--- config.mk ---
export PLATFORM = sky130hd
export DESIGN_NAME = rte_ctrl
export DESIGN_NICKNAME = d
export VERILOG_FILES = /design/src/rtl/rte_pkg.sv /design/src/rtl/rte_ctrl.sv
export SDC_FILE = /design/constraint.sdc
export NUM_CORES = 1
export LEC_CHECK = 0
export BUFFER_PORTS_ARGS = -buffer_cell sky130_fd_sc_hd__buf_2
export CAP_MARGIN = 20
export CORE_UTILIZATION = 59
export DETAILED_ROUTE_END_ITERATION = 16
export PLACE_DENSITY = 0.93
export RECOVER_POWER = 25
export SLEW_MARGIN = 20
export SYNTH_ARGS = -nofsm -noshare
export SYNTH_HDL_FRONTEND = slang
export SYNTH_SLANG_ARGS = --single-unit
--- constraint.sdc ---
create_clock -name clock -period 4.34 [get_ports clock]
set_clock_uncertainty 0.15 [all_clocks]
set_input_delay 0.868 -clock clock [delete_from_list [all_inputs] [get_ports clock]]
set_output_delay 0.868 -clock clock [all_outputs]
set_load 0.005 [all_outputs]
--- src/rtl/rte_pkg.sv ---
// route table engine package: depth, widths, entry record, command codes
// and controller/datapath command and status structs; no dependencies
package rte_pkg;

   localparam int TableDepth = 16;
   localparam int IdxW = $clog2(TableDepth);
   localparam int CntW = $clog2(TableDepth + 1);
   localparam int EntryW = 6 * 64 + 49;
   localparam logic [63:0] LinkLocalHi = 64'hfe80_0000_0000_0000;

   typedef enum logic [2:0] {
      CMD_ADD_UP = 3'd0,
      CMD_ADD_DOWN = 3'd1,
      CMD_REMOVE = 3'd2,
      CMD_REMOVE_SUB = 3'd3,
      CMD_SEARCH_ANY = 3'd4,
      CMD_SEARCH_IF = 3'd5,
      CMD_RSVD6 = 3'd6,
      CMD_RSVD7 = 3'd7
   } cmd_type;

   typedef enum logic [1:0] {
      ST_DONE = 2'd0,
      ST_FOUND = 2'd1,
      ST_NOT_FOUND = 2'd2,
      ST_FULL = 2'd3
   } status_type;

   typedef struct packed {
      logic        downward;
      logic [7:0]  life;
      logic [7:0]  sequence_n;
      logic [7:0]  instance_n;
      logic [15:0] metric;
      logic [7:0]  iface;
      logic [63:0] graph_lo;
      logic [63:0] graph_hi;
      logic [63:0] gw_lo;
      logic [63:0] gw_hi;
      logic [63:0] dest_lo;
      logic [63:0] dest_hi;
   } entry_type;

   // controller to datapath
   typedef struct packed {
      logic            load_req;     // capture request
      logic            rd_en;        // read entry at rd_addr
      logic [IdxW-1:0] rd_addr;
      logic            wr_en;
      logic [IdxW-1:0] wr_addr;
      logic            wr_new;       // write request as full entry
      logic            wr_update;    // write read entry with new attributes
      logic            wr_copy;      // write read entry as is
      logic            hold_found;   // latch read entry as search result
      logic            clear_found;
   } dp_cmd_type;

   // datapath to controller
   typedef struct packed {
      cmd_type cmd;
      logic    add_hit;
      logic    drop_hit;
      logic    search_hit;
   } dp_stat_type;

endpackage

--- src/rtl/rte_ctrl.sv ---
// route table controller: walks entries, handles count and handshakes
// depends on rte_pkg
module rte_ctrl (
   input  logic                 clock,
   input  logic                 reset,
   input  logic                 req_valid,
   output logic                 req_ready,
   output logic                 rsp_valid,
   input  logic                 rsp_ready,
   output rte_pkg::status_type  status,
   output logic                 table_empty,
   output rte_pkg::dp_cmd_type  dp_cmd,
   input  rte_pkg::dp_stat_type dp_stat
);
   typedef enum logic [2:0] {S_IDLE, S_DECODE, S_READ, S_CHECK, S_RESP} state_type;

   state_type                 state_ff, state_in;
   logic [rte_pkg::CntW-1:0]  count_ff, count_in;
   logic [rte_pkg::CntW-1:0]  rd_ff, rd_in;
   logic [rte_pkg::CntW-1:0]  wr_ff, wr_in;
   rte_pkg::status_type       status_ff, status_in;
   logic                      rsp_valid_ff, rsp_valid_in;

   logic is_add, is_rem, is_search;
   assign is_add = (dp_stat.cmd == rte_pkg::CMD_ADD_UP) || (dp_stat.cmd == rte_pkg::CMD_ADD_DOWN);
   assign is_rem = (dp_stat.cmd == rte_pkg::CMD_REMOVE) || (dp_stat.cmd == rte_pkg::CMD_REMOVE_SUB);
   assign is_search = (dp_stat.cmd == rte_pkg::CMD_SEARCH_ANY)
      || (dp_stat.cmd == rte_pkg::CMD_SEARCH_IF);

   assign req_ready = (state_ff == S_IDLE) && !rsp_valid_ff;

   always_comb begin
      state_in = state_ff;
      count_in = count_ff;
      rd_in = rd_ff;
      wr_in = wr_ff;
      status_in = status_ff;
      rsp_valid_in = rsp_valid_ff;
      dp_cmd = '0;
      dp_cmd.rd_addr = rd_ff[rte_pkg::IdxW-1:0];
      dp_cmd.wr_addr = wr_ff[rte_pkg::IdxW-1:0];
      if (rsp_valid_ff && rsp_ready) begin
         rsp_valid_in = 1'b0;
      end
      unique case (state_ff)
         S_IDLE: begin
            if (req_valid && req_ready) begin
               dp_cmd.load_req = 1'b1;
               dp_cmd.clear_found = 1'b1;
               rd_in = '0;
               wr_in = '0;
               state_in = S_DECODE;
            end
         end
         S_DECODE: begin
            status_in = is_search ? rte_pkg::ST_NOT_FOUND : rte_pkg::ST_DONE;
            state_in = (is_add || is_rem || is_search) ? S_READ : S_RESP;
         end
         S_READ: begin
            if (rd_ff == count_ff) begin
               if (is_add) begin
                  if (count_ff == rte_pkg::CntW'(rte_pkg::TableDepth)) begin
                     status_in = rte_pkg::ST_FULL;
                  end else begin
                     dp_cmd.wr_en = 1'b1;
                     dp_cmd.wr_new = 1'b1;
                     dp_cmd.wr_addr = count_ff[rte_pkg::IdxW-1:0];
                     count_in = count_ff + 1'b1;
                  end
               end else if (is_rem) begin
                  count_in = wr_ff;
               end
               state_in = S_RESP;
            end else begin
               dp_cmd.rd_en = 1'b1;
               state_in = S_CHECK;
            end
         end
         S_CHECK: begin
            rd_in = rd_ff + 1'b1;
            state_in = S_READ;
            if (is_add && dp_stat.add_hit) begin
               dp_cmd.wr_en = 1'b1;
               dp_cmd.wr_update = 1'b1;
               dp_cmd.wr_addr = rd_ff[rte_pkg::IdxW-1:0];
               state_in = S_RESP;
            end else if (is_search && dp_stat.search_hit) begin
               dp_cmd.hold_found = 1'b1;
               status_in = rte_pkg::ST_FOUND;
               state_in = S_RESP;
            end else if (is_rem && !dp_stat.drop_hit) begin
               dp_cmd.wr_en = (wr_ff != rd_ff);
               dp_cmd.wr_copy = 1'b1;
               wr_in = wr_ff + 1'b1;
            end
         end
         S_RESP: begin
            rsp_valid_in = 1'b1;
            state_in = S_IDLE;
         end
         default: state_in = S_IDLE;
      endcase
   end

   always_ff @(posedge clock) begin
      if (reset) begin
         state_ff <= S_IDLE;
         count_ff <= '0;
         rsp_valid_ff <= 1'b0;
         status_ff <= rte_pkg::ST_DONE;
         rd_ff <= '0;
         wr_ff <= '0;
      end else begin
         state_ff <= state_in;
         count_ff <= count_in;
         rsp_valid_ff <= rsp_valid_in;
         status_ff <= status_in;
         rd_ff <= rd_in;
         wr_ff <= wr_in;
      end
   end

   assign rsp_valid = rsp_valid_ff;
   assign status = status_ff;
   assign table_empty = (count_ff == '0);
endmodule

==> impl_metrics.json <==
{
  "worst_slew_pin_slew_ps": 653,
  "worst-setup-path-type": "primary input to primary output",
  "cts_buffers": 3,
  "placed_cells": 236,
  "startpoint_type": "primary input",
  "clock-sinks": 21,
  "drive_gt1_share_pct": 21.0,
  "routedWlPerCell_um": 14.8,
  "peakVddDrop_v": 0.000249,
  "rsz0062_at_grt": "no",
  "grt_pass1_vias": 1267,
  "port_buffers": 29,
  "p_per_area_nw_per_um2": 219,
  "pre_cts_slack_ps": 928,
  "finalWirelength_um": 3540,
  "setup_viol": 0,
  "reg2reg_depth": 5,
  "ys_top_cells_by_area": "dfxtp_1 (26%), xor2_1 (6.5%), a21oi_1 (4.0%)",
  "hold_viol": 0,
  "clock.fmax_mhz": 293,
  "drt_iter0_drc": 39,
  "synth.most_common_cell": "dfxtp_1",
  "syn2layout_area_growth_pct": 3.73,
  "ys_seq_area_share_pct": 26.1,
  "yosysTopAreaCellShare_pct": 26.1,
  "cts-root-buf": "clkbuf_4",
  "grt_usage_pct": 27.3,
  "ys_seq_elements": 21,
  "antenna_found_initial": 0,
  "netlist_instances": 194,
  "power_uw": 367,
  "hp-class": "register to register",
  "p_leak_uw": 0.000703,
  "cap_viol_max_count": 0,
  "vias": 1473,
  "routabilityCongestion": 0.922,
  "synth_warnings": 0,
  "async_flop_share_pct": 0,
  "cp_max_fo": 9,
  "cts-hold-fix-buffers": 0,
  "firstDrtPassIters": 4,
  "grt_first_pass_wirelength_um": 5810,
  "ant_nets": 0,
  "netlist_top_cells_count": "dfxtp_1 (21), nor2_1 (17), a21oi_1 (13)",
  "die_h_um": 54.3,
  "final_cells": 240,
  "fin_crit_ps": 3420,
  "drc": 0,
  "io_pins": 31,
  "start_util_pct": 63.9,
  "hold_path_depth": 2,
  "fin_setup_tns_ps": 0,
  "min_period_over_period_pct": 78.8,
  "hpwl_um": 2540,
  "synth_area_leader_cell": "dfxtp_1",
  "grt_max_degree": 25,
  "synth-main-ff-cell": "dfxtp_1",
  "setup_ws_ps": 922,
  "drv_slew": 0,
  "cp.required_ps": 3320,
  "h-tree-depth": 1,
  "clkLatencyLatePin_ps": 330,
  "num_antenna_cells": 0,
  "synth.avg_cell_area_um2": 8.31,
  "synth_nets": 208,
  "rows": 18,
  "cts_tree": "built",
  "clk_pin_slew_worst_paths_ps": 120,
  "core_um2": 2520,
  "whs_ps": 327,
  "die_area_um2": 2940,
  "synth_area_um2": 1610,
  "synth.distinct_cells": 53,
  "cts_resized": 0,
  "nets": 225,
  "post-cts-setup-buffers": 0,
  "grt_overflow_total": 0,
  "drt-vias-per-instance": 6.14,
  "synth_edf_count": 0,
  "worstPathArrival_ps": 2400,
  "maxSlewHeadroom_pct": 56.1,
  "critPathCaptureType": "primary output",
  "status": "complete, no violations",
  "cts_max_path_buffers": 2,
  "rrSetupSlack_ps": 2140,
  "dieWidth_um": 54.3
}
[kinds of logic after synthesis]
group / after synthesis / share of synthesized area [%]
muxes: 4 / 2.56
and+or+nand+nor: 81 / 30.0
AOI/OAI and AO/OA: 46 / 19.5
DFF: 21 / 26.1
buffers and inverters: 23 / 10.6
xor gates and xnor gates: 15 / 8.15
adders and majority gates: 4 / 3.11
[area by class of cell]
class / instances / area (µm²)
well taps: 30 / 37.5
clock inverters: 1 / 7.51
flip-flops and latches: 21 / 420
inverters: 6 / 22.5
multi-input cells: 150 / 1020
fillers: 231 / 851
repair buffers: 29 / 141
clock buffers: 3 / 22.5
[power breakdown]
group	switching, µW	internal, µW
logic	34.3	24.6
registers	8.54	197
clock network	67.3	35.4
[flip-flops by register name, indices dropped and copies added, names as in the netlist]
| name | cells |
|---|---|
| rsp_valid | 1 |
| rd_ff | 5 |
| status | 2 |
| count_ff | 5 |
| wr_ff | 5 |
| state_ff | 3 |
[critical path, cell delays in order]
cell and delay, ps:
buf_2 150, nor2_2 330, nand2_1 90, a211o_1 330, and2_1 180, a311o_1 320
buf_2 130
[per-layer routing]
layer	up-vias	share of wire (%)	wire length (µm)	track usage, %
li1	722	-	-	-
met1	689	46	1630	36.4
met2	53	46	1650	42.3
met3	9	5.7	203	6.39
met4	0	1.6	58	10.3
met5	-	0	0	0
[layout by cell type, fill, tap and decap left out, drive strengths merged, types with 2 or more instances in the layout]
| cell type | n |
|---|---|
| a21oi | 14 |
| inv | 6 |
| nand4 | 2 |
| clkbuf | 6 |
| and2 | 6 |
| dfxtp | 21 |
| nor2b | 4 |
| buf | 26 |
| xor2 | 12 |
| nor4 | 4 |
| nand3b | 2 |
| nand2 | 9 |
| nor3 | 11 |
| mux2i | 3 |
| nand2b | 3 |
| nand3 | 9 |
| or2 | 2 |
| o21ai | 10 |
| and3 | 3 |
| xnor2 | 3 |
| nor3b | 4 |
| a2bb2oi | 2 |
| a211oi | 5 |
| o2111ai | 3 |
| nor2 | 18 |
| a311o | 4 |
| or3 | 2 |
| ha | 4 |
[final timing paths]
path	start	end
max	dp_stat[5]	dp_cmd[5]
min	status[0]	status[0]
max reg2reg	rd_ff[2]	status[1]
min reg2reg	status[0]	status[0]
[per-stage QoR]
step                utilization (%)  cell area, µm²
floorplan                         -            1610
global placement               65.2            1650
detailed placement             65.2            1650
CTS                            66.4            1680
global route                   66.3            1670
finish                         66.3            1670
No activity file was read; power rests on OpenSTA's default activity.
